File: config.mk
export PLATFORM = sky130hd
export DESIGN_NAME = backlight_level_fade_controller
export DESIGN_NICKNAME = d
export VERILOG_FILES = /design/src/hdl/blfc_pkg.sv /design/src/hdl/blfc_divider.sv /design/src/hdl/blfc_datapath.sv /design/src/hdl/blfc_ctrl.sv /design/src/hdl/backlight_level_fade_controller.sv
export SDC_FILE = /design/constraint.sdc
export NUM_CORES = 1
export LEC_CHECK = 0
export ABC_CLOCK_PERIOD_IN_PS = 6510
export BUFFER_PORTS_ARGS = -buffer_cell sky130_fd_sc_hd__buf_2
export CAP_MARGIN = 20
export CORE_ASPECT_RATIO = 1.4
export CORE_MARGIN = 2
export CORE_UTILIZATION = 45
export CTS_CLUSTER_SIZE = 20
export DETAILED_ROUTE_END_ITERATION = 10
export GPL_ROUTABILITY_DRIVEN = 1
export PLACE_DENSITY = 0.69
export SLEW_MARGIN = 15
export SYNTH_ARGS = -nofsm -noshare
export SYNTH_HDL_FRONTEND = slang
export SYNTH_SLANG_ARGS = --single-unit
File: constraint.sdc
create_clock -name clk -period 6.51 [get_ports clk]
set_input_delay 0.651 -clock clk [delete_from_list [all_inputs] [get_ports clk]]
set_output_delay 0.651 -clock clk [all_outputs]
set_load 0.05 [all_outputs]
File: src/hdl/blfc_pkg.sv
// Shared types and constants for the backlight level fade controller.
// No dependencies; blfc_datapath, blfc_ctrl and the top level refer to it by scoped names.
package blfc_pkg;

  // Command codes carried on the input tuser
  typedef enum logic [2:0] {
    OP_TICK     = 3'd0,
    OP_ON       = 3'd1,
    OP_OFF      = 3'd2,
    OP_TOGGLE   = 3'd3,
    OP_SET      = 3'd4,
    OP_FADE_OFF = 3'd5,
    OP_FADE_ON  = 3'd6,
    OP_PREDIM   = 3'd7
  } opcode_t;

  // Fade sequencing phase
  typedef enum logic [1:0] {
    PH_IDLE     = 2'd0,
    PH_SETTLE   = 2'd1,
    PH_RAMP_ON  = 2'd2,
    PH_RAMP_OFF = 2'd3
  } phase_t;

  // Controller -> datapath strobes
  typedef struct packed {
    logic load;       // latch the accepted word
    logic div_start;  // launch the divider
    logic commit;     // apply the update, result becomes visible
  } ctrl_cmd_t;

  // Datapath -> controller status
  typedef struct packed {
    logic need_div;   // latched command needs a quotient
    logic div_done;   // quotient ready
  } dp_status_t;

  // Register map
  localparam int unsigned APB_ADDR_BITS = 3;
  localparam logic [APB_ADDR_BITS-1:0] ADDR_LEVEL_CEILING = 3'd0;

endpackage

File: src/hdl/blfc_divider.sv
// Iterative restoring divider, one quotient bit per cycle.
// Depends on nothing; used by blfc_datapath.
module blfc_divider #(
  parameter int unsigned DW = 20,
  parameter int unsigned VW = 12
) (
  input  logic          clk,
  input  logic          rst,
  input  logic          start,
  input  logic [DW-1:0] dividend,
  input  logic [VW-1:0] divisor,
  output logic          done,
  output logic [DW-1:0] quotient
);

  localparam int unsigned CW = $clog2(DW);

  logic          busy;
  logic [CW-1:0] cnt;
  logic [VW-1:0] rem;
  logic [DW-1:0] quo;
  logic [VW-1:0] dvs;

  logic [VW:0]   shifted;
  logic [VW:0]   trial;
  logic          ge;

  assign shifted  = {rem, quo[DW-1]};
  assign ge       = shifted >= {1'b0, dvs};
  assign trial    = shifted - {1'b0, dvs};
  assign quotient = quo;

  always_ff @(posedge clk) begin
    if (rst) begin
      busy <= 1'b0;
      done <= 1'b0;
      cnt  <= '0;
    end else begin
      done <= 1'b0;
      if (start) begin
        busy <= 1'b1;
        cnt  <= '0;
      end else if (busy) begin
        cnt <= cnt + 1'b1;
        if (cnt == CW'(DW - 1)) begin
          busy <= 1'b0;
          done <= 1'b1;
        end
      end
    end
  end

  always_ff @(posedge clk) begin
    if (start) begin
      rem <= '0;
      quo <= dividend;
      dvs <= divisor;
    end else if (busy) begin
      rem <= ge ? trial[VW-1:0] : shifted[VW-1:0];
      quo <= {quo[DW-2:0], ge};
    end
  end

endmodule

File: src/hdl/blfc_datapath.sv
// Level, flag and fade state registers plus the next-state logic.
// Depends on blfc_pkg and blfc_divider.
module blfc_datapath #(
  parameter int unsigned LEVEL_BITS      = 12,
  parameter int unsigned FULL_FADE_TICKS = 125,
  parameter int unsigned MIN_FADE_TICKS  = 20,
  parameter int unsigned SETTLE_TICKS    = 20
) (
  input  logic                        clk,
  input  logic                        rst,
  input  blfc_pkg::ctrl_cmd_t         cmd,
  output blfc_pkg::dp_status_t        status,
  input  logic [2:0]                  opcode,
  input  logic signed [LEVEL_BITS:0]  requested_level,
  input  logic [LEVEL_BITS-1:0]       level_ceiling,
  output logic [LEVEL_BITS-1:0]       live_level,
  output logic                        is_on,
  output logic [LEVEL_BITS-1:0]       user_level,
  output logic                        fading
);

  localparam int unsigned LB = LEVEL_BITS;
  localparam int unsigned DW = LEVEL_BITS + 8;
  localparam logic [7:0] FULL8   = 8'(FULL_FADE_TICKS);
  localparam logic [7:0] MIN8    = 8'(MIN_FADE_TICKS);
  localparam logic [7:0] SETTLE8 = 8'(SETTLE_TICKS);

  // latched word
  blfc_pkg::opcode_t     op_q;
  logic signed [LB:0]    req_q;

  // block state
  logic [LB-1:0]         drive, drive_next;
  logic                  on_flag, on_flag_next;
  logic [LB-1:0]         rem_lvl, rem_lvl_next;
  blfc_pkg::phase_t      phase, phase_next;
  logic [LB-1:0]         ramp_start, ramp_start_next;
  logic [LB-1:0]         ramp_target, ramp_target_next;
  logic [7:0]            ramp_len, ramp_len_next;
  logic [7:0]            elapsed, elapsed_next;

  // derived values
  logic [LB-1:0]         m_eff;
  logic [LB-1:0]         fade_lvl;
  logic [LB-1:0]         on_lvl;
  logic [7:0]            elapsed_inc;
  logic [7:0]            len_eff;
  logic                  ramping;
  logic                  ramp_more;
  logic                  fade_cmd;
  logic                  diff_neg;
  logic [LB-1:0]         mag;
  logic [DW-1:0]         dividend;
  logic [LB-1:0]         divisor;
  logic [DW-1:0]         quo;
  logic [7:0]            fade_len;
  logic [LB-1:0]         ramp_val;
  logic [LB-1:0]         set_lvl;
  logic                  do_on;

  always_ff @(posedge clk) begin
    if (cmd.load) begin
      op_q  <= blfc_pkg::opcode_t'(opcode);
      req_q <= requested_level;
    end
  end

  assign m_eff       = (level_ceiling == '0) ? LB'(255) : level_ceiling;
  assign fade_lvl    = (rem_lvl == '0) ? m_eff : rem_lvl;
  assign on_lvl      = (rem_lvl == '0) ? level_ceiling : rem_lvl;
  assign elapsed_inc = elapsed + 8'd1;
  assign len_eff     = (ramp_len == 8'd0) ? 8'd1 : ramp_len;
  assign ramping     = (phase == blfc_pkg::PH_RAMP_ON) || (phase == blfc_pkg::PH_RAMP_OFF);
  assign ramp_more   = elapsed_inc < len_eff;
  assign fade_cmd    = (op_q == blfc_pkg::OP_FADE_OFF) || (op_q == blfc_pkg::OP_FADE_ON);
  assign diff_neg    = ramp_target < ramp_start;
  assign mag         = diff_neg ? (ramp_start - ramp_target) : (ramp_target - ramp_start);

  // fade length: FULL*L/M; ramp step: |to-from|*(elapsed+1)/len, sign applied after
  assign dividend = fade_cmd ? (DW'(FULL8) * DW'(fade_lvl)) : (DW'(mag) * DW'(elapsed_inc));
  assign divisor  = fade_cmd ? m_eff : LB'(len_eff);

  assign status.need_div = fade_cmd ||
                           ((op_q == blfc_pkg::OP_TICK) && ramping && ramp_more);

  blfc_divider #(
    .DW (DW),
    .VW (LB)
  ) u_div (
    .clk      (clk),
    .rst      (rst),
    .start    (cmd.div_start),
    .dividend (dividend),
    .divisor  (divisor),
    .done     (status.div_done),
    .quotient (quo)
  );

  assign fade_len = (quo < DW'(MIN8)) ? MIN8 :
                    ((quo > DW'(255)) ? 8'd255 : quo[7:0]);
  assign ramp_val = diff_neg ? (ramp_start - quo[LB-1:0]) : (ramp_start + quo[LB-1:0]);

  // clamp to [0, max]
  assign set_lvl = req_q[LB] ? '0 :
                   ((req_q[LB-1:0] > level_ceiling) ? level_ceiling : req_q[LB-1:0]);

  assign do_on = (op_q == blfc_pkg::OP_ON) || ((op_q == blfc_pkg::OP_TOGGLE) && !on_flag);

  always_comb begin
    drive_next       = drive;
    on_flag_next     = on_flag;
    rem_lvl_next     = rem_lvl;
    phase_next       = phase;
    ramp_start_next  = ramp_start;
    ramp_target_next = ramp_target;
    ramp_len_next    = ramp_len;
    elapsed_next     = elapsed;
    if (cmd.commit) begin
      // anything but a tick cancels a running fade
      if (op_q != blfc_pkg::OP_TICK) begin
        phase_next   = blfc_pkg::PH_IDLE;
        elapsed_next = 8'd0;
      end
      case (op_q)
        blfc_pkg::OP_TICK: begin
          if (phase == blfc_pkg::PH_SETTLE) begin
            elapsed_next = elapsed_inc;
            if (elapsed_inc >= SETTLE8) begin
              phase_next   = blfc_pkg::PH_RAMP_ON;
              elapsed_next = 8'd0;
              drive_next   = ramp_start;
            end
          end else if (ramping) begin
            if (!ramp_more) begin
              if (phase == blfc_pkg::PH_RAMP_OFF) begin
                drive_next   = '0;
                on_flag_next = 1'b0;
              end else begin
                drive_next = ramp_target;
              end
              phase_next   = blfc_pkg::PH_IDLE;
              elapsed_next = 8'd0;
            end else begin
              elapsed_next = elapsed_inc;
              drive_next   = ramp_val;
            end
          end
        end
        blfc_pkg::OP_ON, blfc_pkg::OP_OFF, blfc_pkg::OP_TOGGLE: begin
          if (do_on) begin
            rem_lvl_next = on_lvl;
            drive_next   = on_lvl;
            on_flag_next = 1'b1;
          end else begin
            if (drive != '0) begin
              rem_lvl_next = drive;
            end
            drive_next   = '0;
            on_flag_next = 1'b0;
          end
        end
        blfc_pkg::OP_SET: begin
          drive_next = set_lvl;
          if (set_lvl != '0) begin
            rem_lvl_next = set_lvl;
            on_flag_next = 1'b1;
          end else begin
            on_flag_next = 1'b0;
          end
        end
        blfc_pkg::OP_FADE_OFF: begin
          ramp_len_next    = fade_len;
          ramp_start_next  = fade_lvl;
          ramp_target_next = LB'(1);
          phase_next       = blfc_pkg::PH_RAMP_OFF;
          drive_next       = fade_lvl;
        end
        blfc_pkg::OP_FADE_ON: begin
          ramp_len_next    = fade_len;
          ramp_start_next  = LB'(1);
          ramp_target_next = fade_lvl;
          on_flag_next     = 1'b1;
          drive_next       = LB'(1);
          phase_next       = (SETTLE8 == 8'd0) ? blfc_pkg::PH_RAMP_ON : blfc_pkg::PH_SETTLE;
        end
        default: begin
          drive_next = LB'(1);
        end
      endcase
    end
  end

  always_ff @(posedge clk) begin
    if (rst) begin
      drive       <= '0;
      on_flag     <= 1'b0;
      rem_lvl     <= LB'(255);
      phase       <= blfc_pkg::PH_IDLE;
      ramp_start  <= '0;
      ramp_target <= '0;
      ramp_len    <= 8'd20;
      elapsed     <= 8'd0;
    end else begin
      drive       <= drive_next;
      on_flag     <= on_flag_next;
      rem_lvl     <= rem_lvl_next;
      phase       <= phase_next;
      ramp_start  <= ramp_start_next;
      ramp_target <= ramp_target_next;
      ramp_len    <= ramp_len_next;
      elapsed     <= elapsed_next;
    end
  end

  // state only moves on commit, so it doubles as the result register
  assign live_level = drive;
  assign is_on      = on_flag;
  assign user_level = rem_lvl;
  assign fading     = phase != blfc_pkg::PH_IDLE;

endmodule

File: src/hdl/blfc_ctrl.sv
// Sequencer: accept, optional divide, commit when the result slot is free.
// Depends on blfc_pkg.
module blfc_ctrl (
  input  logic                  clk,
  input  logic                  rst,
  input  logic                  s_tvalid,
  output logic                  s_tready,
  output logic                  m_tvalid,
  input  logic                  m_tready,
  input  blfc_pkg::dp_status_t  status,
  output blfc_pkg::ctrl_cmd_t   cmd
);

  typedef enum logic [1:0] {
    ST_IDLE,
    ST_PREP,
    ST_DIV,
    ST_COMMIT
  } state_t;

  state_t state;
  logic   slot_free;

  assign slot_free = !m_tvalid || m_tready;
  assign s_tready  = state == ST_IDLE;

  assign cmd.load      = s_tvalid && s_tready;
  assign cmd.div_start = (state == ST_PREP) && status.need_div;
  assign cmd.commit    = (state == ST_COMMIT) && slot_free;

  always_ff @(posedge clk) begin
    if (rst) begin
      state    <= ST_IDLE;
      m_tvalid <= 1'b0;
    end else begin
      if (cmd.commit) begin
        m_tvalid <= 1'b1;
      end else if (m_tready) begin
        m_tvalid <= 1'b0;
      end
      case (state)
        ST_IDLE: begin
          if (cmd.load) begin
            state <= ST_PREP;
          end
        end
        ST_PREP: begin
          state <= status.need_div ? ST_DIV : ST_COMMIT;
        end
        ST_DIV: begin
          if (status.div_done) begin
            state <= ST_COMMIT;
          end
        end
        ST_COMMIT: begin
          if (slot_free) begin
            state <= ST_IDLE;
          end
        end
        default: begin
          state <= ST_IDLE;
        end
      endcase
    end
  end

endmodule

File: src/hdl/backlight_level_fade_controller.sv
// Backlight level fade controller: top level, APB register and stream ports.
// Depends on blfc_pkg, blfc_ctrl and blfc_datapath (with blfc_divider).
// Flow: a word is accepted in idle, its operands are formed in prep, fades and mid-ramp
//   ticks then run a LEVEL_BITS+8 step divide, and the result commits once the slot is free.
// One word at a time: a new word is accepted only after the last one has committed.
// Reset: rst synchronous active high; level 0, off, user level 255, max 255, no fade.
module backlight_level_fade_controller #(
  parameter int unsigned LEVEL_BITS      = 12,
  parameter int unsigned FULL_FADE_TICKS = 125,
  parameter int unsigned MIN_FADE_TICKS  = 20,
  parameter int unsigned SETTLE_TICKS    = 20
) (
  input  logic                               clk,
  input  logic                               rst,
  // input stream
  input  logic                               s_tvalid,
  output logic                               s_tready,
  input  logic [((LEVEL_BITS+8)/8)*8-1:0]    s_tdata,   // requested_level (signed), zero pad
  input  logic [2:0]                         s_tuser,   // opcode
  // result stream
  output logic                               m_tvalid,
  input  logic                               m_tready,
  output logic [((2*LEVEL_BITS+9)/8)*8-1:0]  m_tdata,   // live_level, is_on, user_level,
                                                        // fading, zero pad
  // config port
  input  logic                               psel,
  input  logic                               penable,
  input  logic                               pwrite,
  input  logic [blfc_pkg::APB_ADDR_BITS-1:0] paddr,
  input  logic [31:0]                        pwdata,
  output logic [31:0]                        prdata,
  output logic                               pready
);

  localparam int unsigned LB    = LEVEL_BITS;
  localparam int unsigned OUT_W = ((2*LEVEL_BITS+9)/8)*8;

  logic [LB-1:0]         level_ceiling;
  logic                  reg_sel;

  blfc_pkg::ctrl_cmd_t   cmd;
  blfc_pkg::dp_status_t  status;

  logic [LB-1:0]         live_level;
  logic                  is_on;
  logic [LB-1:0]         user_level;
  logic                  fading;

  // --- config register ---
  // Writes land on the access phase; nothing else guards them, so software
  // only writes while no word is in flight.
  assign pready  = 1'b1;
  assign reg_sel = paddr == blfc_pkg::ADDR_LEVEL_CEILING;
  assign prdata  = reg_sel ? 32'(level_ceiling) : 32'd0;

  always_ff @(posedge clk) begin
    if (rst) begin
      level_ceiling <= LB'(255);
    end else if (psel && penable && pwrite && pready && reg_sel) begin
      level_ceiling <= pwdata[LB-1:0];
    end
  end

  // --- sequencer ---
  // Idle -> prep (operands formed from the latched word) -> divide if the
  // command needs a quotient -> commit once the result slot is free.
  blfc_ctrl u_ctrl (
    .clk      (clk),
    .rst      (rst),
    .s_tvalid (s_tvalid),
    .s_tready (s_tready),
    .m_tvalid (m_tvalid),
    .m_tready (m_tready),
    .status   (status),
    .cmd      (cmd)
  );

  // --- datapath ---
  // State registers change only on commit, so they hold the pending result
  // steady while the next word is accepted and worked on.
  blfc_datapath #(
    .LEVEL_BITS      (LEVEL_BITS),
    .FULL_FADE_TICKS (FULL_FADE_TICKS),
    .MIN_FADE_TICKS  (MIN_FADE_TICKS),
    .SETTLE_TICKS    (SETTLE_TICKS)
  ) u_dp (
    .clk             (clk),
    .rst             (rst),
    .cmd             (cmd),
    .status          (status),
    .opcode          (s_tuser),
    .requested_level (s_tdata[LB:0]),
    .level_ceiling   (level_ceiling),
    .live_level      (live_level),
    .is_on           (is_on),
    .user_level      (user_level),
    .fading          (fading)
  );

  // result word, live_level in the low bits, fading on top
  assign m_tdata = OUT_W'({fading, user_level, is_on, live_level});

endmodule

==> qor_table.md, run 1 <==
| Stage | Item | Value |
|---|---|---|
| outcome | Outcome | finished, violations left |
| outcome | Violations in the final reports | negative setup slack |
| global routing | Total Routing Usage GR | 0.282 |
| timing | Max Transition Viols Final | 0 |
| timing | Final number of setup-violating endpoints | 4 |
| timing | Clk_skew | 0.0117 ns |
| synth | Number of flops mapped to enable cells by yosys | 48 |
| global routing | Maximum number of pins on one net before global-route repair | 48 |
| synth | Gate count after technology mapping | 1844 |
| drt | Starting DRT DRC Count | 803 |
| setup path | Worst setup path class | reg -> reg |
| finish | Area used by sequential logic in the layout | 3470 µm² |
| clock tree | Clock tree from TritonCTS | yes |
| drt | Antenna-violating nets left | 0 |
| synth | Total number of yosys warnings | 0 |
| drt | Number of optimization iterations in the first detailed-route pass | 8 |
| placed design | Count of input and output buffers | 77 |
| setup path | Cell occurring most often along the worst timing path | sky130_fd_sc_hd__fa_1 |
| hold path | Worst hold endpoint | u_dp.op_q[1]$_DFFE_PP_ |
| hold path | Origin of the worst min-delay path | s_tuser[1] |
| setup path | Crit path max-delay cell type | sky130_fd_sc_hd__fa_1 |
| timing | Slew HR | 0.309 |
| finish | Area of the multi-input gates | 11300 µm² |
| power | Max rail drop VDD | 316 µV |
| timing | Fmax | 0.153 GHz |
| global routing | Overflow after GRT | 0 |
| finish | Share of layout cells above drive strength 1 | 0.194 |
| setup path | Endpoint required time on the critical path | 6.70 ns |
| setup path | Reg2reg path depth | 32 |
| floorplanning | IO Count | 128 |
| setup path | Element type at the critical path end | register |
| clock tree | Post-CTS Hold Fix Bufs | 0 |
| synth | Flip-flop and latch count after synthesis | 149 |
| synth | FFs w/ async S/R, synth | 0 |
| global routing | Grt met2 use | 0.509 |
| synth | Biggest area contributors in the synthesized netlist | sky130_fd_sc_hd__fa_1 13%, sky130_fd_sc_hd__dfxtp_1 13%, sky130_fd_sc_hd__ha_1 13%, sky130_fd_sc_hd__edfxtp_1 9.3%, sky130_fd_sc_hd__nor2_1 5.2% |
| floorplanning | Die area | 35900 µm² |
| setup path | CP Launch Type | register |
| drt | Wire length reported by the detailed router | 49900 µm |
| clock tree | Clock Root Buffer | sky130_fd_sc_hd__clkbuf_16 |
| floorplanning | X dimension of the die | 161 µm |
| synth | Post-synthesis instance area | 15500 µm² |
| global routing | Number of global-route vias before repair | 14700 |
| floorplanning | Number of placement rows | 80 |
| clock tree | Clock Pin Slew Worst Setup and Hold Paths | 0.06 ns |
| setup path | Slack of the worst reg-to-reg path | -0.04 ns |
| synth | Share of the yosys chip area belonging to registers | 0.224 |
| hold path | Worst hold stages | 1 |
| finish | Antenna diode count | 0 |
| timing | Tcrit/Tclk final | 1.01 |
| floorplanning | Height of the chip | 223 µm |
| global routing | Number of antenna violations at the first check in global routing | 0 |
| power | Power per cell area | 270 nW/µm² |
| synth | Library cell with the largest summed area after synthesis | sky130_fd_sc_hd__fa_1 |
| drt | Via Count | 14500 |
| global routing | Global-route met3 utilization | 0.0325 |
| clock tree | # H-tree levels | 4 |
| global routing | Wire length of the first global-routing pass | 78800 µm |
| drt | Per-cell via count in the routed design | 5.78 |
| timing | Tightest Pin Transition | 1.03 ns |
| timing | Summed negative setup slack over all endpoints | -0.114 ns |
| timing | Post-route minimum period | 6.55 ns |
| hold path | Hold Crit Class | in -> reg |
| synth | Yosys cell types | 91 |
| placed design | Final Wtd Congestion | 0.985 |
| synth | Avg Cell Area, Syn | 8.39 µm² |
| finish | Filler Cells Inserted | 3234 |
| global routing | Met1 Usage GRT | 0.310 |
| setup path | Endpoint of the most critical register-to-register path | u_dp.u_div.quotient[17]$_DFFE_PP_ |
| placed design | DP HPWL | 39400 µm |
| setup path | WP data arrival | 6.74 ns |
| clock tree | Clock Path Buffers | 2 |
| synth | Most common flop cell mapped by yosys | sky130_fd_sc_hd__dfxtp_1 |
| floorplanning | Core area | 34000 µm² |
| finish | Post-route core utilization | 0.541 |
| setup path | Max Fanout on Critical Path | 5 |
| finish | Nets@finish | 2365 |
| power | Leakage | 8.28 nW |
| job | Number of maximum-capacitance constraint violations | 0 |
| timing | RSZ-0062 raised after global routing | yes |
| finish | Syn-to-layout area delta | 19.0% |
| timing | Number of hold violations in the final report | 0 |
| drt | DRC viols | 0 |
| clock tree | Clock insertion delay at the later pin of the skew report | 0.46 ns |
| clock tree | Clock buffer count from CTS | 17 |
| timing | Post-route setup slack | -0.0386 ns |
| setup path | Critical path's largest stage delay | 0.54 ns |
| synth | Yosys top cell area share | 0.132 |
| global routing | Highest-utilization routing layer at the global route stage | met2 |
| floorplanning | Starting utilization of the core area | 0.455 |
| setup path | Origin of the critical flop-to-flop path | u_dp.ramp_target[0]$_SDFFE_PP0P_ |
| clock tree | Sinks on the clock net | 149 |
| drt | Per-cell routed wire length | 19.9 µm |
## logic make-up (layout without fill, tap and decap cells)
kind of cell,Yosys count,after routing,share of synthesized area
and+or+nand+nor,574,574,0.176
AOI/OAI and AO/OA,439,439,0.190
buffers and inverters,308,496,0.0834
adders and majority gates,260,260,0.260
DFF,149,149,0.224
xor gates and xnor gates,73,73,0.0413
muxes,39,39,0.0254
other,2,27,0.000485
## cells in the final DEF, fill, tap and decap left out, types with 7 or more instances in the layout
master	count
sky130_fd_sc_hd__ha_1	149
sky130_fd_sc_hd__xnor2_1	38
sky130_fd_sc_hd__buf_2	77
sky130_fd_sc_hd__inv_2	8
sky130_fd_sc_hd__o21ai_0	90
sky130_fd_sc_hd__nand4_1	18
sky130_fd_sc_hd__nand2b_1	13
sky130_fd_sc_hd__fa_1	99
sky130_fd_sc_hd__inv_1	194
sky130_fd_sc_hd__edfxtp_1	48
sky130_fd_sc_hd__mux2i_1	35
sky130_fd_sc_hd__o21ai_1	9
sky130_fd_sc_hd__xor2_1	28
sky130_fd_sc_hd__buf_4	173
sky130_fd_sc_hd__nor3_1	52
sky130_fd_sc_hd__dfxtp_1	99
sky130_fd_sc_hd__or2_2	11
sky130_fd_sc_hd__a211oi_1	20
sky130_fd_sc_hd__o21a_1	9
sky130_fd_sc_hd__nand3_1	28
sky130_fd_sc_hd__o211ai_1	17
sky130_fd_sc_hd__nand2_1	117
sky130_fd_sc_hd__conb_1	27
sky130_fd_sc_hd__or4_1	7
sky130_fd_sc_hd__a21o_1	28
sky130_fd_sc_hd__or3_1	10
sky130_fd_sc_hd__clkbuf_16	17
sky130_fd_sc_hd__buf_6	8
sky130_fd_sc_hd__ha_4	7
sky130_fd_sc_hd__a22oi_1	24
sky130_fd_sc_hd__a31oi_1	19
sky130_fd_sc_hd__o21bai_1	10
sky130_fd_sc_hd__nor4_1	17
sky130_fd_sc_hd__a311oi_1	11
sky130_fd_sc_hd__nor2b_1	22
sky130_fd_sc_hd__nor2_1	207
sky130_fd_sc_hd__and2_1	21
sky130_fd_sc_hd__a21oi_1	98
## critical path: cells and delay by family (launching register included)
kind            cells  cell delay [ns]
xor+xnor            2             0.35
fa+ha+maj           7             2.73
buf+inv            10             1.03
simple gates        3             0.19
compound gates     10             1.64
flops               1             0.32
## registers in the layout (all words and copies together), names as in the netlist, 2 cells and up
register,count
u_ctrl.state,2
u_dp.live_level,12
u_dp.u_div.rem,12
u_dp.phase,2
u_dp.ramp_len,8
u_dp.u_div.cnt,5
u_dp.user_level,12
u_dp.ramp_start,12
u_dp.u_div.quotient,20
u_dp.req_q,13
u_dp.elapsed,8
level_ceiling,12
u_dp.op_q,3
u_dp.ramp_target,12
u_dp.u_div.dvs,12
## stage by stage
step | total power [mW] | setup slack [ns] | area [µm²] | hold slack [ns] | instances
2_1_floorplan | 3.18 | 0.00127 | 15600 | 0.448 | 1869
3_3_place_gp | 3.86 | -0.256 | 17300 | 0.467 | 2456
3_5_place_dp | 3.92 | -0.359 | 17300 | 0.463 | 2456
4_1_cts | 4.90 | -0.0108 | 18100 | 0.353 | 2498
5_1_grt | 5.32 | -0.333 | 18400 | 0.368 | 2508
6_report | 4.98 | -0.0386 | 18400 | 0.372 | 2508
## how the worst max path moves through the flow
stage                                          start                                 to  slack, ns  cells past startpoint
floorplan           u_dp.ramp_target[0]$_SDFFE_PP0P_  u_dp.u_div.quotient[18]$_DFFE_PP_      0.001                     28
global placement    u_dp.ramp_target[0]$_SDFFE_PP0P_  u_dp.u_div.quotient[19]$_DFFE_PP_      -0.26                     27
detailed placement  u_dp.ramp_target[0]$_SDFFE_PP0P_  u_dp.u_div.quotient[18]$_DFFE_PP_      -0.36                     29
CTS                 u_dp.ramp_target[0]$_SDFFE_PP0P_  u_dp.u_div.quotient[19]$_DFFE_PP_      -0.01                     31
global route        u_dp.ramp_target[0]$_SDFFE_PP0P_  u_dp.u_div.quotient[18]$_DFFE_PP_      -0.33                     32
finish              u_dp.ramp_target[0]$_SDFFE_PP0P_  u_dp.u_div.quotient[17]$_DFFE_PP_      -0.04                     32
## area by class of cell
type	count	area share
flip-flops and latches	149	0.188
multi-input cells	1412	0.613
repair buffers	260	0.0978
inverters	204	0.0416
clock inverters	12	0.00442
well taps	451	0.0307
clock buffers	20	0.0243
## power by group
part	switching [mW]	total [mW]	internal [mW]
Combinational	1.62	2.79	1.17
Clock	0.421	0.916	0.495
Sequential	0.154	1.28	1.12
Total	2.19	4.98	2.79
## cell usage after synthesis (5+ instances only)
cell type	n
sky130_fd_sc_hd__nand3_1	29
sky130_fd_sc_hd__nand2_1	119
sky130_fd_sc_hd__o22ai_1	6
sky130_fd_sc_hd__a21oi_1	104
sky130_fd_sc_hd__o221a_2	5
sky130_fd_sc_hd__and2_1	22
sky130_fd_sc_hd__and4_1	5
sky130_fd_sc_hd__edfxtp_1	48
sky130_fd_sc_hd__o2111ai_1	5
sky130_fd_sc_hd__a31oi_1	22
sky130_fd_sc_hd__o31ai_1	5
sky130_fd_sc_hd__nand4_1	18
sky130_fd_sc_hd__a21o_1	28
sky130_fd_sc_hd__a221oi_1	7
sky130_fd_sc_hd__a311oi_1	12
sky130_fd_sc_hd__nand2b_1	14
sky130_fd_sc_hd__nor2_1	213
sky130_fd_sc_hd__o211ai_1	17
sky130_fd_sc_hd__and3_1	6
sky130_fd_sc_hd__inv_1	202
sky130_fd_sc_hd__dfxtp_1	101
sky130_fd_sc_hd__ha_1	158
sky130_fd_sc_hd__or2_2	11
sky130_fd_sc_hd__or3_1	11
sky130_fd_sc_hd__o21a_1	10
sky130_fd_sc_hd__xor2_1	30
sky130_fd_sc_hd__clkbuf_1	66
sky130_fd_sc_hd__a211oi_1	22
sky130_fd_sc_hd__a22oi_1	24
sky130_fd_sc_hd__xnor2_1	43
sky130_fd_sc_hd__fa_1	102
sky130_fd_sc_hd__o21ai_0	100
sky130_fd_sc_hd__o21bai_1	10
sky130_fd_sc_hd__nor3_1	57
sky130_fd_sc_hd__mux2i_1	37
sky130_fd_sc_hd__or4_1	7
sky130_fd_sc_hd__buf_4	30
sky130_fd_sc_hd__nor2b_1	22
sky130_fd_sc_hd__nor4_1	19
## timing repair
item / CTS / global route
pin swaps: 53 / 48
endpoints found under the hold margin: 0 / 0
setup endpoints to repair: 12 / 12
cloned: 0 / 0
resized for setup: 53 / 45
buffers inserted: 10 / 9
## per-layer routing
| metal | share of wire | vias up |
|---|---|---|
| met2 | 0.50 | 524 |
| met4 | 0.070 | 0 |
| met5 | 0 | - |
| li1 | - | 6802 |
| met3 | 0.046 | 159 |
| met1 | 0.38 | 7016 |
Power figures use the tool's default switching activity.
==> run 2, diff against run 1 <==
--- a/config.mk
+++ b/config.mk
@@ -8,13 +8,16 @@
 export ABC_CLOCK_PERIOD_IN_PS = 6510
 export BUFFER_PORTS_ARGS = -buffer_cell sky130_fd_sc_hd__buf_2
 export CAP_MARGIN = 20
+export CELL_PAD_IN_SITES_DETAIL_PLACEMENT = 1
+export CELL_PAD_IN_SITES_GLOBAL_PLACEMENT = 2
 export CORE_ASPECT_RATIO = 1.4
 export CORE_MARGIN = 2
-export CORE_UTILIZATION = 45
+export CORE_UTILIZATION = 35
+export CTS_BUF_LIST = sky130_fd_sc_hd__clkbuf_4 sky130_fd_sc_hd__clkbuf_8
 export CTS_CLUSTER_SIZE = 20
 export DETAILED_ROUTE_END_ITERATION = 10
-export GPL_ROUTABILITY_DRIVEN = 1
-export PLACE_DENSITY = 0.69
+export GPL_ROUTABILITY_DRIVEN = 0
+export PLACE_DENSITY = 0.84
 export SLEW_MARGIN = 15
 export SYNTH_ARGS = -nofsm -noshare
 export SYNTH_HDL_FRONTEND = slang
==> run 2 against run 1 <==
  * The flow still finishes with violations (negative setup slack)
  * Setup slack worse by 0.17 ns
  * Power about the same
  * Clock power down 15%
  * Maximum frequency down 2.5%
  * Non-clock buffer count up 22
  * Wire length up 14%
  * Largest power group unchanged
  * Highest routed layer unchanged
==> qor_table.md, run 2 (synthesis results as in run 1) <==
| Stage | Item | Value |
|---|---|---|
| floorplanning | Number of placement rows | 91 |
| drt | Via Count | 14700 |
| outcome | Violations in the final reports | negative setup slack |
| drt | Number of optimization iterations in the first detailed-route pass | 6 |
| setup path | WP data arrival | 7.04 ns |
| timing | Post-route minimum period | 6.72 ns |
| finish | Final instance area | 18600 µm² |
| finish | Post-route non-filler standard cell count | 2638 |
| floorplanning | X dimension of the die | 182 µm |
| clock tree | Clock Root Buffer | sky130_fd_sc_hd__clkbuf_8 |
| clock tree | Post-CTS Hold Fix Bufs | 0 |
| outcome | Outcome | finished, violations left |
| placed design | Number of placed instances, taps included | 2577 |
| timing | Tightest Pin Transition | 0.991 ns |
| setup path | Reg2reg path depth | 29 |
| hold path | Hold Crit Class | in -> reg |
| job | Number of maximum-capacitance constraint violations | 0 |
| drt | Per-cell via count in the routed design | 5.56 |
| setup path | Endpoint required time on the critical path | 6.84 ns |
| global routing | Wire length of the first global-routing pass | 89800 µm |
| drt | DRC viols | 0 |
| timing | Number of hold violations in the final report | 0 |
| drt | Wire length reported by the detailed router | 57100 µm |
| drt | Per-cell routed wire length | 21.7 µm |
| placed design | DP HPWL | 46000 µm |
| clock tree | Clock Path Buffers | 2 |
| global routing | Number of global-route vias before repair | 16000 |
| finish | Largest register FFs | 20 |
| global routing | Maximum number of pins on one net before global-route repair | 68 |
| placed design | Standard cell area after detailed placement | 17500 µm² |
| timing | Clk_skew | 0.0167 ns |
| setup path | Critical path's largest stage delay | 0.58 ns |
| floorplanning | Core area | 43800 µm² |
| floorplanning | Starting utilization of the core area | 0.353 |
| global routing | Total Routing Usage GR | 0.252 |
| setup path | Element type at the critical path end | register |
| power | Power per cell area | 268 nW/µm² |
| hold path | Worst hold stages | 1 |
| timing | Final number of setup-violating endpoints | 6 |
| setup path | Crit path max-delay cell type | sky130_fd_sc_hd__fa_1 |
| power | Max rail drop VDD | 184 µV |
| setup path | CP Launch Type | register |
| clock tree | Clock Pin Slew Worst Setup and Hold Paths | 0.09 ns |
| drt | Antenna-violating nets left | 0 |
| timing | Post-route setup slack | -0.205 ns |
| timing | RSZ-0062 raised after global routing | yes |
| finish | Post-route core utilization | 0.424 |
| placed design | Post-Place Setup Slack | -0.618 ns |
| floorplanning | IO Count | 128 |
| finish | Nets@finish | 2387 |
| global routing | Overflow after GRT | 0 |
| clock tree | Clock tree from TritonCTS | yes |
| setup path | Max Fanout on Critical Path | 5 |
| floorplanning | Height of the chip | 253 µm |
| finish | Syn-to-layout area delta | 20.2% |
| clock tree | # H-tree levels | 4 |
| finish | Share of layout cells above drive strength 1 | 0.201 |
| placed design | Count of input and output buffers | 77 |
| timing | Max Transition Viols Final | 0 |
| timing | Slew HR | 0.338 |
| setup path | Worst setup path class | reg -> reg |
| clock tree | Sinks on the clock net | 149 |
| clock tree | Clock insertion delay at the later pin of the skew report | 0.51 ns |
| timing | Summed negative setup slack over all endpoints | -0.741 ns |
| power | Total Power | 4.98 mW |
| finish | Most common library cell in the layout ignoring fill and taps | sky130_fd_sc_hd__nor2_1 |
| power | Leakage | 8.35 nW |
| timing | Hold_ws | 0.313 ns |
| global routing | Number of antenna violations at the first check in global routing | 1 |
| clock tree | Clock buffer count from CTS | 17 |
| timing | Fmax | 0.149 GHz |
| drt | Starting DRT DRC Count | 637 |
| finish | Most frequent cells in the layout | 208 x sky130_fd_sc_hd__nor2_1, 198 x sky130_fd_sc_hd__inv_1, 190 x sky130_fd_sc_hd__buf_4 |
| floorplanning | Die area | 45900 µm² |
| timing | Tcrit/Tclk final | 1.03 |
run 2: cell types whose count changed in the layout (fill, tap and decap cells not counted), sizes merged:
cell and change:
diode +1, bufinv +2, clkbuf -4, inv +4
clkinvlp -1, clkinv -2, buf +23
run 2: worst paths after layout:
kind	startpoint	end	slack, ns
max reg2reg	u_dp.ramp_target[0]$_SDFFE_PP0P_	u_dp.u_div.quotient[19]$_DFFE_PP_	-0.21
min reg2reg	u_dp.is_on$_SDFFE_PP0P_	u_dp.is_on$_SDFFE_PP0P_	0.49
min	s_tdata[9]	u_dp.req_q[9]$_DFFE_PP_	0.31
max	u_dp.ramp_target[0]$_SDFFE_PP0P_	u_dp.u_div.quotient[19]$_DFFE_PP_	-0.21
run 2: repair_timing:
item | CTS | global route
setup buffers | 24 | 6
endpoints found under the setup margin | 10 | 12
gates cloned | 0 | 0
pin swaps | 65 | 20
resized for setup | 80 | 19
run 2: critical path: cells and delay by family, from the launching register on:
family | cells | cell delay (ns)
simple gates | 7 | 1.17
mux | 1 | 0.29
fa+ha+maj | 7 | 2.89
flops | 1 | 0.33
buf+inv | 7 | 0.64
compound gates | 7 | 1.22
run 2: layout make-up:
| class | instances | area, µm² |
|---|---|---|
| inverter | 204 | 766 |
| multi-input combinational | 1412 | 11300 |
| fill | 5210 | 25200 |
| antenna | 1 | 2.50 |
| clock buffer | 17 | 234 |
| sequential | 149 | 3470 |
| clock inverter | 15 | 169 |
| timing repair buffer | 282 | 2010 |
| tap | 558 | 698 |
run 2: power by group:
part           internal (mW)  switching, mW
registers               1.12          0.160
logic                   1.23           1.69
clock network          0.350          0.428
run 2: metal layers:
metal,track usage,part of all wire
met1,0.261,0.37
met2,0.470,0.52
met3,0.0269,0.032
met4,0.183,0.082
met5,0,0
==> run 3, diff against run 2 <==
--- a/config.mk
+++ b/config.mk
@@ -5,19 +5,19 @@
 export SDC_FILE = /design/constraint.sdc
 export NUM_CORES = 1
 export LEC_CHECK = 0
-export ABC_CLOCK_PERIOD_IN_PS = 6510
+export ABC_CLOCK_PERIOD_IN_PS = 7100
 export BUFFER_PORTS_ARGS = -buffer_cell sky130_fd_sc_hd__buf_2
 export CAP_MARGIN = 20
 export CELL_PAD_IN_SITES_DETAIL_PLACEMENT = 1
 export CELL_PAD_IN_SITES_GLOBAL_PLACEMENT = 2
 export CORE_ASPECT_RATIO = 1.4
 export CORE_MARGIN = 2
-export CORE_UTILIZATION = 35
+export CORE_UTILIZATION = 39
 export CTS_BUF_LIST = sky130_fd_sc_hd__clkbuf_4 sky130_fd_sc_hd__clkbuf_8
 export CTS_CLUSTER_SIZE = 20
 export DETAILED_ROUTE_END_ITERATION = 10
 export GPL_ROUTABILITY_DRIVEN = 0
-export PLACE_DENSITY = 0.84
+export PLACE_DENSITY = 0.88
 export SLEW_MARGIN = 15
 export SYNTH_ARGS = -nofsm -noshare
 export SYNTH_HDL_FRONTEND = slang
==> constraint.sdc (replaced) <==
create_clock -name clk -period 7.1 [get_ports clk]
set_input_delay 0.71 -clock clk [delete_from_list [all_inputs] [get_ports clk]]
set_output_delay 0.71 -clock clk [all_outputs]
set_load 0.05 [all_outputs]
==> run 3 against run 2 <==
  * The run now ends clean
  * Non-clock buffer count is 113 lower
  * Global-route usage increased by 2.1 points
  * Register-to-register slack gained 0.51 ns
  * Design area is 6.7% lower
  * Wire length fell by 4.0%
  * Worst hold slack improved by 0.051 ns
  * Combinational power is 16% lower
  * Clock power shrank 9.1%
  * Highest routed layer unchanged
==> qor_table.md, run 3 (synthesis results as in run 1) <==
| Stage | Item | Value |
|---|---|---|
| finish | Largest register FFs | 20 |
| drt | Per-cell routed wire length | 22.0 µm |
| timing | Number of hold violations in the final report | 0 |
| placed design | Standard cell area after detailed placement | 16800 µm² |
| clock tree | Clock insertion delay at the later pin of the skew report | 0.52 ns |
| timing | Max Transition Viols Final | 0 |
| global routing | Wire length of the first global-routing pass | 85800 µm |
| setup path | Endpoint required time on the critical path | 7.35 ns |
| finish | Syn-to-layout area delta | 12.2% |
| setup path | Max Fanout on Critical Path | 5 |
| setup path | Element type at the critical path end | register |
| global routing | Total Routing Usage GR | 0.273 |
| finish | Share of layout cells above drive strength 1 | 0.138 |
| floorplanning | Height of the chip | 240 µm |
| floorplanning | Starting utilization of the core area | 0.394 |
| finish | Post-route non-filler standard cell count | 2495 |
| power | Internal power component | 2.33 mW |
| placed design | DP HPWL | 44100 µm |
| floorplanning | Number of placement rows | 86 |
| hold path | Hold Crit Class | in -> reg |
| clock tree | Clock Root Buffer | sky130_fd_sc_hd__clkbuf_8 |
| hold path | Worst hold stages | 1 |
| global routing | Maximum number of pins on one net before global-route repair | 68 |
| drt | Number of optimization iterations in the first detailed-route pass | 5 |
| floorplanning | X dimension of the die | 172 µm |
| setup path | Critical path's largest stage delay | 0.55 ns |
| job | Number of maximum-capacitance constraint violations | 0 |
| timing | Tightest Pin Transition | 1.07 ns |
| clock tree | # H-tree levels | 4 |
| global routing | Number of antenna violations at the first check in global routing | 1 |
| drt | Antenna-violating nets left | 0 |
| finish | Most frequent cells in the layout | 213 x sky130_fd_sc_hd__nor2_1, 202 x sky130_fd_sc_hd__inv_1, 157 x sky130_fd_sc_hd__ha_1 |
| global routing | Number of global-route vias before repair | 15200 |
| power | Clock share of power | 0.163 |
| power | Portion of total power attributed to combinational logic | 0.567 |
| power | Leakage | 7.74 nW |
| finish | Nets@finish | 2274 |
| timing | Hold_ws | 0.364 ns |
| timing | Fmax | 0.147 GHz |
| clock tree | Clock Pin Slew Worst Setup and Hold Paths | 0.09 ns |
| floorplanning | Die area | 41300 µm² |
| global routing | Overflow after GRT | 0 |
| finish | Filler Cells Inserted | 4767 |
| setup path | WP data arrival | 7.05 ns |
| power | Power per cell area | 250 nW/µm² |
| drt | Per-cell via count in the routed design | 5.68 |
| setup path | Reg2reg path depth | 28 |
| timing | Tcrit/Tclk final | 0.957 |
| clock tree | Clock tree from TritonCTS | yes |
| timing | Slew HR | 0.282 |
| placed design | Number of placed instances, taps included | 2457 |
| power | Part of the total power dissipated in sequential elements | 0.270 |
| timing | Post-route minimum period | 6.80 ns |
| clock tree | Clock Path Buffers | 2 |
| drt | DRC viols | 0 |
| floorplanning | IO Count | 128 |
| floorplanning | Core area | 39300 µm² |
| finish | Final instance area | 17400 µm² |
| drt | Starting DRT DRC Count | 678 |
| timing | Clk_skew | 0.0226 ns |
| setup path | Crit path max-delay cell type | sky130_fd_sc_hd__fa_1 |
| clock tree | Clock buffer count from CTS | 17 |
| clock tree | Sinks on the clock net | 149 |
| outcome | Outcome | finished, final reports clean |
| power | Switching portion of total power | 0.463 |
| drt | Via Count | 14200 |
| placed design | Count of input and output buffers | 77 |
| finish | Most common library cell in the layout ignoring fill and taps | sky130_fd_sc_hd__nor2_1 |
| power | Max rail drop VDD | 216 µV |
| setup path | CP Launch Type | register |
| power | Power spent charging and discharging nets | 2.01 mW |
| timing | Final number of setup-violating endpoints | 0 |
| setup path | Worst setup path class | reg -> reg |
| drt | Wire length reported by the detailed router | 54800 µm |
==> run 3: worst max-delay path, delay by kind of cell (launching register included) <==
kind / cells / cell delay, ns
buf+inv: 5 / 0.41
compound gates: 11 / 2.15
simple gates: 4 / 0.50
flops: 1 / 0.32
xor+xnor: 1 / 0.19
fa+ha+maj: 7 / 2.94
==> run 3: final cells by class <==
class                      count  area [µm²]  share of cell area
antenna                        1        2.50            0.000144
clock buffer                  19         249              0.0143
clock inverter                13         146             0.00843
inverter                     204         766              0.0441
multi-input combinational   1412       11000               0.633
sequential                   149        3470               0.200
tap                          528         661              0.0381
timing repair buffer         169        1080              0.0624
==> run 3: worst paths after layout <==
kind	startpoint	end	slack (ns)
min reg2reg	u_dp.u_div.rem[10]$_SDFFE_PP0P_	u_dp.u_div.rem[10]$_SDFFE_PP0P_	0.51
max reg2reg	u_dp.ramp_target[0]$_SDFFE_PP0P_	u_dp.u_div.quotient[17]$_DFFE_PP_	0.30
min	s_tuser[2]	u_dp.op_q[2]$_DFFE_PP_	0.36
max	u_dp.ramp_target[0]$_SDFFE_PP0P_	u_dp.u_div.quotient[17]$_DFFE_PP_	0.30
==> run 3: timing repair <==
item,CTS,global route
hold buffers,0,0
gates resized for setup,3,39
pin swaps,2,20
setup endpoints to repair,5,10
buffers inserted,1,4
==> run 3: metrics by stage <==
stage	worst slack, ns	utilization	TNS (ns)	power [mW]
floorplan	0.221	-	0	2.91
global placement	0.0565	0.426	0	3.51
detailed placement	-0.200	0.427	-0.502	3.61
CTS	0.0260	0.437	0	4.32
global route	-0.0214	0.442	-0.0445	4.66
finish	0.305	0.442	0	4.34
==> run 3: metal layers <==
layer | wire length (µm) | share of wire | GRT usage | vias to the layer above
met2 | 28400 | 0.52 | 0.498 | 381
li1 | - | - | - | 6605
met5 | 0 | 0 | 0 | -
met1 | 20700 | 0.38 | 0.297 | 7024
met3 | 1900 | 0.035 | 0.0349 | 155
met4 | 3820 | 0.070 | 0.168 | 0
==> run 3: power by group through the flow <==
stage	sequential (mW)	clock [mW]	combinational, mW
floorplan	1.14	0	1.77
global placement	1.18	0	2.33
detailed placement	1.19	0	2.42
CTS	1.17	0.717	2.44
global route	1.18	0.748	2.73
finish	1.17	0.707	2.46
